**config.mk**
```make
export PLATFORM = sky130hd
export DESIGN_NAME = first_fit_segment_allocator
export DESIGN_NICKNAME = d
export VERILOG_FILES = /design/src/sv/ffsa_pkg.sv /design/src/sv/ffsa_ram.sv /design/src/sv/first_fit_segment_allocator.sv
export SDC_FILE = /design/constraint.sdc
export NUM_CORES = 2
export LEC_CHECK = 0
export BUFFER_PORTS_ARGS = -buffer_cell sky130_fd_sc_hd__buf_2
export CORE_MARGIN = 8
export CORE_UTILIZATION = 40
export DETAILED_ROUTE_END_ITERATION = 10
export GPL_TIMING_DRIVEN = 0
export HOLD_SLACK_MARGIN = 0.1
export PLACE_DENSITY = 0.63
export SETUP_SLACK_MARGIN = 0.15
export SYNTH_ARGS = -nofsm -noshare
export SYNTH_HDL_FRONTEND = slang
export SYNTH_SLANG_ARGS = --single-unit
export TNS_END_PERCENT = 20
```
**constraint.sdc**
```tcl
create_clock -name clk -period 9.9 [get_ports clk]
set_input_delay 0.495 -clock clk [delete_from_list [all_inputs] [get_ports clk]]
set_output_delay 0.495 -clock clk [all_outputs]
set_load 0.005 [all_outputs]
```
**src/sv/ffsa_pkg.sv**
```systemverilog
// Package for the first-fit segment allocator: item structs, status codes, FSM states.
// No dependencies.
package ffsa_pkg;

    localparam int ADDR_W = 16;
    localparam int LEN_W  = ADDR_W + 1;

    typedef enum logic [1:0] {
        ST_OK     = 2'd0,
        ST_NO_FIT = 2'd1,
        ST_FULL   = 2'd2
    } status_t;

    localparam logic OP_ALLOC = 1'b0;
    localparam logic OP_FREE  = 1'b1;

    typedef struct packed {
        logic              operation;
        logic [ADDR_W-1:0] address;
        logic [LEN_W-1:0]  length;
    } req_t;

    typedef struct packed {
        logic [ADDR_W-1:0] start_address;
        logic [1:0]        status;
    } rsp_t;

    typedef enum logic [3:0] {
        S_IDLE,
        S_RD,
        S_CHK,
        S_PREV_RD,
        S_PREV_CHK,
        S_SHL_RD,
        S_SHL_WR,
        S_SHR_RD,
        S_SHR_WR,
        S_WR,
        S_OUT
    } state_t;

endpackage

```
**src/sv/ffsa_ram.sv**
```systemverilog
// Generic single-port-write, single-read RAM with registered read.
// No dependencies.
module ffsa_ram #(
    parameter int WIDTH = 8,
    parameter int DEPTH = 64
) (
    input  logic                     clk,
    input  logic                     we,
    input  logic [$clog2(DEPTH)-1:0] waddr,
    input  logic [WIDTH-1:0]         wdata,
    input  logic [$clog2(DEPTH)-1:0] raddr,
    output logic [WIDTH-1:0]         rdata
);

    logic [WIDTH-1:0] mem [DEPTH];

    always_ff @(posedge clk)
    begin
        if (we)
        begin
            mem[waddr] <= wdata;
        end
        rdata <= mem[raddr];
    end

endmodule

```
**src/sv/first_fit_segment_allocator.sv**
```systemverilog
// First-fit segment allocator: free-segment table in one RAM of {start, length}.
// A zero-length item goes straight to the output; otherwise entries are scanned in order,
// shifted as needed for a removal or an insert, and written before the result is output.
// One item at a time; the next item is taken in S_IDLE, after the result is loaded
// into the output register.
// Reset (async, active low) and heap_size writes leave a single free segment
// [0, heap_size), or an empty table for a zero heap; entry 0 is written directly.
// Depends on ffsa_pkg and ffsa_ram.
module first_fit_segment_allocator #(
    parameter int MAX_SEGMENTS = 64
) (
    input  logic                      clk,
    input  logic                      rst_n,
    input  logic                      in_valid,
    output logic                      in_stall,
    input  ffsa_pkg::req_t            in_data,
    output logic                      out_valid,
    input  logic                      out_stall,
    output ffsa_pkg::rsp_t            out_data,
    input  logic                      cfg_valid,
    output logic                      cfg_ready,
    input  logic [ffsa_pkg::LEN_W-1:0] cfg_data
);

    localparam int IW = (MAX_SEGMENTS > 1) ? $clog2(MAX_SEGMENTS) : 1;
    localparam int CW = $clog2(MAX_SEGMENTS + 1);
    localparam int AW = ffsa_pkg::ADDR_W;
    localparam int LW = ffsa_pkg::LEN_W;
    localparam int EW = AW + LW;
    localparam logic [CW-1:0] MAXC = CW'(MAX_SEGMENTS);
    localparam logic [LW:0] LMAX = {1'b0, {LW{1'b1}}};

    ffsa_pkg::state_t state_reg, state_next;
    ffsa_pkg::req_t   req_reg;
    ffsa_pkg::rsp_t   rsp_reg;
    logic [CW-1:0]    cnt_reg;
    logic [CW-1:0]    idx_reg;     // scan / shift pointer
    logic [CW-1:0]    pos_reg;     // hit position
    logic [EW-1:0]    hit_reg;     // entry at pos
    logic [EW-1:0]    prv_reg;     // entry at pos-1
    logic             mrg_prev_reg; // merge with entry pos-1
    logic             mrg_next_reg; // merge with entry pos
    logic             init_reg;    // entry 0 needs init write
    logic [LW-1:0]    heap_reg;

    logic             we;
    logic [IW-1:0]    waddr, raddr;
    logic [EW-1:0]    wdata, rdata;

    ffsa_ram #(.WIDTH(EW), .DEPTH(MAX_SEGMENTS)) u_tab (
        .clk(clk), .we(we), .waddr(waddr), .wdata(wdata),
        .raddr(raddr), .rdata(rdata)
    );

    // predecessor comes straight from the RAM while it is being checked
    logic [EW-1:0] p_ent;
    assign p_ent = (state_reg == ffsa_pkg::S_PREV_CHK) ? rdata : prv_reg;

    logic [AW-1:0] r_st, p_st, h_st;
    logic [LW-1:0] r_ln, p_ln, h_ln;
    assign r_st = rdata[EW-1:LW];
    assign r_ln = rdata[LW-1:0];
    assign p_st = p_ent[EW-1:LW];
    assign p_ln = p_ent[LW-1:0];
    assign h_st = hit_reg[EW-1:LW];
    assign h_ln = hit_reg[LW-1:0];

    logic alloc_op, is_free;
    assign is_free  = (req_reg.operation == ffsa_pkg::OP_FREE);
    assign alloc_op = !is_free;

    // hit test on freshly read entry
    logic hit_now;
    assign hit_now = alloc_op ? (r_ln >= req_reg.length) : (r_st >= req_reg.address);

    // adjacency for free; ends are kept wide enough not to wrap
    logic prev_adj, next_adj, have_prev, have_next;
    logic [AW+1:0] p_end, n_end;
    assign have_prev = (pos_reg != '0);
    assign have_next = (pos_reg < cnt_reg);
    assign p_end = {2'b00, p_st} + {1'b0, p_ln};
    assign n_end = {2'b00, req_reg.address} + {1'b0, req_reg.length};
    assign prev_adj = have_prev && (p_end == {2'b00, req_reg.address});
    assign next_adj = have_next && (n_end == {2'b00, h_st});

    // saturated merges
    logic [LW+1:0] sum_pn, sum_p, sum_n;
    logic [LW-1:0] sat_pn, sat_p, sat_n;
    assign sum_pn = {2'b0, p_ln} + {2'b0, req_reg.length} + {2'b0, h_ln};
    assign sum_p  = {2'b0, p_ln} + {2'b0, req_reg.length};
    assign sum_n  = {2'b0, h_ln} + {2'b0, req_reg.length};
    assign sat_pn = (sum_pn > {1'b0, LMAX}) ? LMAX[LW-1:0] : sum_pn[LW-1:0];
    assign sat_p  = (sum_p  > {1'b0, LMAX}) ? LMAX[LW-1:0] : sum_p[LW-1:0];
    assign sat_n  = (sum_n  > {1'b0, LMAX}) ? LMAX[LW-1:0] : sum_n[LW-1:0];

    logic scan_end;
    assign scan_end = (idx_reg >= cnt_reg);

    // next state
    always_comb
    begin
        state_next = state_reg;
        unique case (state_reg)
            ffsa_pkg::S_IDLE:
            begin
                if (in_valid && !init_reg && !cfg_valid)
                begin
                    if (in_data.length == '0)
                    begin
                        state_next = ffsa_pkg::S_OUT;
                    end
                    else
                    begin
                        state_next = ffsa_pkg::S_RD;
                    end
                end
            end
            ffsa_pkg::S_RD:
            begin
                if (scan_end)
                begin
                    state_next = is_free ? ffsa_pkg::S_PREV_RD : ffsa_pkg::S_OUT;
                end
                else
                begin
                    state_next = ffsa_pkg::S_CHK;
                end
            end
            ffsa_pkg::S_CHK:
            begin
                if (hit_now)
                begin
                    if (alloc_op)
                    begin
                        state_next = (r_ln == req_reg.length) ?
                                     ffsa_pkg::S_SHL_RD : ffsa_pkg::S_WR;
                    end
                    else
                    begin
                        state_next = ffsa_pkg::S_PREV_RD;
                    end
                end
                else
                begin
                    state_next = ffsa_pkg::S_RD;
                end
            end
            ffsa_pkg::S_PREV_RD:  state_next = ffsa_pkg::S_PREV_CHK;
            ffsa_pkg::S_PREV_CHK:
            begin
                if (prev_adj && next_adj)
                begin
                    state_next = ffsa_pkg::S_SHL_RD;
                end
                else if (prev_adj || next_adj)
                begin
                    state_next = ffsa_pkg::S_WR;
                end
                else if (cnt_reg >= MAXC)
                begin
                    state_next = ffsa_pkg::S_OUT;
                end
                else
                begin
                    state_next = ffsa_pkg::S_SHR_RD;
                end
            end
            ffsa_pkg::S_SHL_RD:
            begin
                state_next = (idx_reg + 1'b1 >= cnt_reg) ? ffsa_pkg::S_WR : ffsa_pkg::S_SHL_WR;
            end
            ffsa_pkg::S_SHL_WR:  state_next = ffsa_pkg::S_SHL_RD;
            ffsa_pkg::S_SHR_RD:
            begin
                state_next = (idx_reg <= pos_reg) ? ffsa_pkg::S_WR : ffsa_pkg::S_SHR_WR;
            end
            ffsa_pkg::S_SHR_WR:  state_next = ffsa_pkg::S_SHR_RD;
            ffsa_pkg::S_WR:      state_next = ffsa_pkg::S_OUT;
            ffsa_pkg::S_OUT:
            begin
                if (!out_valid || !out_stall)
                begin
                    state_next = ffsa_pkg::S_IDLE;
                end
            end
            default:             state_next = ffsa_pkg::S_IDLE;
        endcase
    end

    // RAM port control
    always_comb
    begin
        we    = 1'b0;
        waddr = '0;
        wdata = '0;
        raddr = idx_reg[IW-1:0];
        unique case (state_reg)
            ffsa_pkg::S_IDLE:
            begin
                we    = init_reg;
                wdata = {{AW{1'b0}}, heap_reg};
            end
            ffsa_pkg::S_PREV_RD:
            begin
                raddr = IW'(pos_reg - 1'b1);
            end
            ffsa_pkg::S_SHL_RD:
            begin
                raddr = IW'(idx_reg + 1'b1);
            end
            ffsa_pkg::S_SHL_WR:
            begin
                we    = 1'b1;
                waddr = idx_reg[IW-1:0];
                wdata = rdata;
            end
            ffsa_pkg::S_SHR_RD:
            begin
                raddr = IW'(idx_reg - 1'b1);
            end
            ffsa_pkg::S_SHR_WR:
            begin
                we    = 1'b1;
                waddr = idx_reg[IW-1:0];
                wdata = rdata;
            end
            ffsa_pkg::S_WR:
            begin
                if (alloc_op)
                begin
                    // exact fit already shifted out; only shortening writes
                    we    = (h_ln != req_reg.length);
                    waddr = pos_reg[IW-1:0];
                    wdata = {AW'(h_st + req_reg.length[AW-1:0]), LW'(h_ln - req_reg.length)};
                end
                else if (mrg_prev_reg && mrg_next_reg)
                begin
                    we    = 1'b1;
                    waddr = IW'(pos_reg - 1'b1);
                    wdata = {p_st, sat_pn};
                end
                else if (mrg_prev_reg)
                begin
                    we    = 1'b1;
                    waddr = IW'(pos_reg - 1'b1);
                    wdata = {p_st, sat_p};
                end
                else if (mrg_next_reg)
                begin
                    we    = 1'b1;
                    waddr = pos_reg[IW-1:0];
                    wdata = {req_reg.address, sat_n};
                end
                else
                begin
                    we    = 1'b1;
                    waddr = pos_reg[IW-1:0];
                    wdata = {req_reg.address, req_reg.length};
                end
            end
            default:
            begin
                we = 1'b0;
            end
        endcase
    end

    assign in_stall  = (state_reg != ffsa_pkg::S_IDLE) || init_reg || cfg_valid;
    assign cfg_ready = (state_reg == ffsa_pkg::S_IDLE);

    // registers
    always_ff @(posedge clk or negedge rst_n)
    begin
        if (!rst_n)
        begin
            state_reg    <= ffsa_pkg::S_IDLE;
            cnt_reg      <= CW'(1);
            heap_reg     <= LW'(1) << AW;
            init_reg     <= 1'b1;
            out_valid    <= 1'b0;
            out_data     <= '0;
            req_reg      <= '0;
            rsp_reg      <= '0;
            hit_reg      <= '0;
            prv_reg      <= '0;
            mrg_prev_reg <= 1'b0;
            mrg_next_reg <= 1'b0;
            idx_reg      <= '0;
            pos_reg      <= '0;
        end
        else
        begin
            state_reg <= state_next;
            if (out_valid && !out_stall && state_reg != ffsa_pkg::S_OUT)
            begin
                out_valid <= 1'b0;
            end
            unique case (state_reg)
                ffsa_pkg::S_IDLE:
                begin
                    if (cfg_valid)
                    begin
                        heap_reg <= cfg_data;
                        cnt_reg  <= (cfg_data == '0) ? '0 : CW'(1);
                        init_reg <= 1'b1;
                    end
                    else if (init_reg)
                    begin
                        init_reg <= 1'b0;
                    end
                    else if (in_valid)
                    begin
                        req_reg <= in_data;
                        idx_reg <= '0;
                        pos_reg <= cnt_reg;
                        rsp_reg <= {{AW{1'b0}}, (in_data.operation == ffsa_pkg::OP_FREE) ?
                                    ffsa_pkg::ST_OK : ffsa_pkg::ST_NO_FIT};
                    end
                end
                ffsa_pkg::S_RD:
                begin
                    if (scan_end)
                    begin
                        pos_reg <= cnt_reg;
                    end
                end
                ffsa_pkg::S_CHK:
                begin
                    hit_reg <= rdata;
                    if (hit_now)
                    begin
                        pos_reg <= idx_reg;
                        if (alloc_op)
                        begin
                            rsp_reg <= {r_st, ffsa_pkg::ST_OK};
                        end
                    end
                    else
                    begin
                        idx_reg <= idx_reg + 1'b1;
                    end
                end
                ffsa_pkg::S_PREV_CHK:
                begin
                    prv_reg      <= rdata;
                    mrg_prev_reg <= prev_adj;
                    mrg_next_reg <= next_adj;
                end
                ffsa_pkg::S_SHL_RD:
                begin
                    // remove entry at idx: start at pos (alloc) or pos (merge both)
                    if (idx_reg + 1'b1 >= cnt_reg)
                    begin
                        cnt_reg <= cnt_reg - 1'b1;
                    end
                end
                ffsa_pkg::S_SHL_WR:
                begin
                    idx_reg <= idx_reg + 1'b1;
                end
                ffsa_pkg::S_SHR_RD:
                begin
                    if (idx_reg <= pos_reg)
                    begin
                        cnt_reg <= cnt_reg + 1'b1;
                    end
                end
                ffsa_pkg::S_SHR_WR:
                begin
                    idx_reg <= idx_reg - 1'b1;
                end
                ffsa_pkg::S_OUT:
                begin
                    if (!out_valid || !out_stall)
                    begin
                        out_valid <= 1'b1;
                        out_data  <= rsp_reg;
                    end
                end
                default:
                begin
                    idx_reg <= idx_reg;
                end
            endcase
            // shift setup after the hit/prev decision
            if (state_reg == ffsa_pkg::S_CHK && hit_now && alloc_op && r_ln == req_reg.length)
            begin
                idx_reg <= idx_reg;
            end
            if (state_reg == ffsa_pkg::S_PREV_CHK)
            begin
                if (prev_adj && next_adj)
                begin
                    idx_reg <= pos_reg;
                end
                else if (!prev_adj && !next_adj)
                begin
                    if (cnt_reg >= MAXC)
                    begin
                        rsp_reg <= {{AW{1'b0}}, ffsa_pkg::ST_FULL};
                    end
                    idx_reg <= cnt_reg;
                end
            end
        end
    end

endmodule
```
==> flow_summary.yaml <==
critical_path:
  worstSetupPathType: "reg -> reg"
  cp_num_buf_inv: 7
  cp-startpoint: "state_reg[1]"
  crit_path_top_delay_cell: "nand2_2"
  cp.required_ns: 10.56
  critical_path.top_delay_family: "compound AO/OA/AOI/OAI gates"
  worst_setup_path_start_kind: "register"
  slowest_delay_ns: 0.68
  worstPathArrival_ns: 10.24
  worst_path_most_repeated_cell: "clkbuf_1"
  end_kind: "register"
  cp_max_fo: 33
  r2r_start: "state_reg[1]"
power:
  swShare: 0.418
  pwr-share-clk: 0.209
  p_switching_uw: 17600
  seq_power_share: 0.313
  finalPower_uw: 42100
  power.leakage_uw: 0.0384
  p_int_uw: 24500
  combPwrFrac: 0.478
  power.density_nw_per_um2: 369
  irDropWorstVdd_v: 0.000206
layout:
  finalNetCount: 6442
  largest_reg_flops: 2112
  area_growth_pct: 16.4
  drive_gt1_frac: 0.209
  fill_cells: 20400
  top_register: "u_tab.mem"
clock_tree:
  clockRootBuffer: "clkbuf_16"
  cts_tree: "yes"
  cts.sink_count: 2327
  clk_pin_slew_worst_paths_ns: 0.06
  cts_buffers: 224
  cts_buffer_depth: 3
  clock_latency_ns: 0.90
  h-tree-depth: 4
timing:
  post-route-period-util: 0.967
  fmax_mhz: 104
  rsz0062_at_grt: "true"
  tightest_slew_ns: 1.88
  final-setup-viol-count: 0
  post-route-min-period_ns: 9.57
  skew_ns: 0.0872
  report.final.slew_viol_count: 2
  slew_headroom: -0.256
  whs_ns: 0.179
  hold_viol_final: 0
outcome:
  status: "finished with violations"
  violations: "max-slew violations"
global_route:
  grt_overflow: 0
  grt_pass1_vias: 56100
  grt.total_usage: 0.215
  antenna_found_initial: 17
  grt_pass1_wl_um: 410000
  grt_max_degree: 105
hold_path:
  min_path_type: "in -> reg"
  hold_start: "out_stall"
logic_synthesis:
  netlist_instances: 5709
  yosysTopAreaCell: "edfxtp_1"
  synth_area_leaders: "edfxtp_1 65%, mux4_2 12%, dfrtp_1 4.6%, nand2_1 2.6%, ha_1 2.4%"
  synth_top_area_share: 0.648
  synth_cell_types: 79
  synthesis.area_um2: 97900
  syn_avg_cell_area_um2: 17.2
  yosysSeqAreaShare: 0.701
  yosys_warnings: 0
  synth-async-reset-ratio: 0.0782
  syn_nets: 5957
  synth_edf_count: 2112
  ys_ff_latch: 2327
  synth_ff_type: "edfxtp_1"
die:
  num_rows: 181
  die_height_um: 511
  io_pins: 77
  die_w_um: 511
  start_util: 0.402
  die_area_um2: 261000
  core_um2: 243000
drt:
  viasPerCell: 5.87
  drc: 0
  vias: 56300
  finalWirelength_um: 290000
  drt_iter0_markers: 6683
  dr.pass1.iters: 8
  wl_per_cell_um: 30.2
  ant_nets: 0
flow_run:
  max_cap_viol_count: 0
placement:
  place_hpwl_um: 204000
  port-buffer-count: 76
  place.gp.congestion: 0.944
[synth_stat cells, types with 27 or more instances]
library cell     n
dfxtp_1         33
buf_1           32
edfxtp_1      2112
a32oi_1         33
xor2_1          46
nand2_1        679
o221ai_1        51
a211oi_1        34
mux2_2          75
nor3_1          35
buf_2           56
o21a_1          30
dfrtp_1        179
nor2_1         210
o21ai_0        198
a22oi_1         27
nand3b_1        33
mux2i_1        124
a21oi_1        123
inv_1           87
mux4_2         528
nand3_1        130
ha_1           184
xnor2_1         82
a21o_1          47
clkbuf_1       205
[per-layer routing]
| metal | GRT usage | vias up | share of wire |
|---|---|---|---|
| met4 | 0.0957 | 2 | 0.052 |
| met5 | 0 | - | 0.000045 |
| met3 | 0.0417 | 549 | 0.089 |
| met2 | 0.332 | 2782 | 0.45 |
| met1 | 0.297 | 29300 | 0.41 |
| li1 | - | 23700 | - |
[worst paths after layout]
check | end | slack, ns | cells past startpoint
max | u_tab.mem[49][2] | 0.33 | 26
min | out_valid | 0.18 | 3
max reg2reg | u_tab.mem[49][2] | 0.33 | 26
min reg2reg | init_reg | 0.48 | 2
max in group asynchronous | hit_reg[3] | 8.71 | 3
min in group asynchronous | out_data[16] | 0.22 | 2
[cell families (layout without fill, tap and decap cells)]
logic type / Yosys count / in the layout / share of synthesized area
DFF: 2327 / 2327 / 0.701
and+or+nand+nor: 1233 / 1233 / 0.0551
muxes: 727 / 727 / 0.143
AOI/OAI and AO/OA: 721 / 722 / 0.0495
buffers and inverters: 381 / 1059 / 0.0154
adders and majority gates: 192 / 192 / 0.0251
xor gates and xnor gates: 128 / 128 / 0.0114
other: 0 / 2 / 0
[cell type report]
cell class,instances,area [um^2],area share
flip-flops and latches,2327,68600,0.602
multi-input cells,3002,28600,0.251
clock buffers,264,5820,0.0510
well taps,3202,4010,0.0351
repair buffers,258,3640,0.0319
clock inverters,156,1780,0.0156
plain buffers,294,1180,0.0104
inverters,87,327,0.00286
diodes,2,5.00,0.0000439
[worst reg2reg max path, cell delays in order (launching register included)]
cell and delay [ns]:
dfrtp_1 0.46, clkbuf_1 0.41, clkbuf_1 0.40, nor2_1 0.14, nand3_1 0.14, buf_2 0.29, clkbuf_1 0.53, clkbuf_2 0.42
o21ai_0 0.40, ha_1 0.40, fa_1 0.47, a211oi_1 0.27, o21bai_1 0.13, a31oi_1 0.46, nor2b_1 0.14, nor2_1 0.14
xnor2_1 0.22, ha_1 0.35, a211o_1 0.29, o31ai_1 0.52, a21oi_1 0.22, o31ai_1 0.46, mux2i_4 0.53, clkbuf_2 0.41
o221ai_1 0.20, nand2_2 0.68, buf_16 0.28
[power groups by stage]
| stage | logic [uW] | registers [uW] | clock network (uW) |
|---|---|---|---|
| after floorplan | 11900 | 13100 | 0 |
| after global placement | 18900 | 13800 | 0 |
| after detailed placement | 19800 | 13300 | 0 |
| after CTS | 19900 | 13100 | 8920 |
| after global routing | 21300 | 13200 | 9290 |
| final | 20100 | 13200 | 8810 |
[through the flow]
| stage | TNS (ns) | setup slack (ns) | instance area, um^2 | std cells | util |
|---|---|---|---|---|---|
| after CTS | 0 | 0.394 | 114000 | 9585 | 0.468 |
| after floorplan | 0 | 0.693 | 97900 | 5709 | - |
| after detailed placement | -20.99 | -0.262 | 106000 | 9113 | 0.435 |
| after global routing | 0 | 0.0725 | 114000 | 9590 | 0.468 |
| after global placement | -6773.30 | -8.18 | 102000 | 8987 | 0.420 |
| final | 0 | 0.325 | 114000 | 9592 | 0.468 |
[cells in the final DEF, fill, tap and decap left out, drive strengths merged, types with 30 or more instances in the layout]
| cell type | count |
|---|---|
| a211oi | 34 |
| a21o | 47 |
| a21oi | 123 |
| a32oi | 33 |
| buf | 295 |
| clkbuf | 469 |
| clkinv | 100 |
| dfrtp | 179 |
| dfxtp | 33 |
| dlygate4sd3 | 52 |
| edfxtp | 2112 |
| ha | 184 |
| inv | 99 |
| mux2 | 75 |
| mux2i | 124 |
| mux4 | 528 |
| nand2 | 679 |
| nand3 | 130 |
| nand3b | 33 |
| nor2 | 210 |
| nor3 | 35 |
| o21a | 30 |
| o21ai | 200 |
| o221ai | 51 |
| xnor2 | 82 |
| xor2 | 46 |
[repair_timing]
action / CTS / global route
hold buffers: 52 / 0
gates resized for setup: 3 / 3
cloned: 0 / 1
pin swaps: 0 / 2
hold endpoints to repair: 130 / 0
setup endpoints to repair: 463 / 216
setup buffers: 0 / 3
No activity file was read; power rests on OpenSTA's default activity.
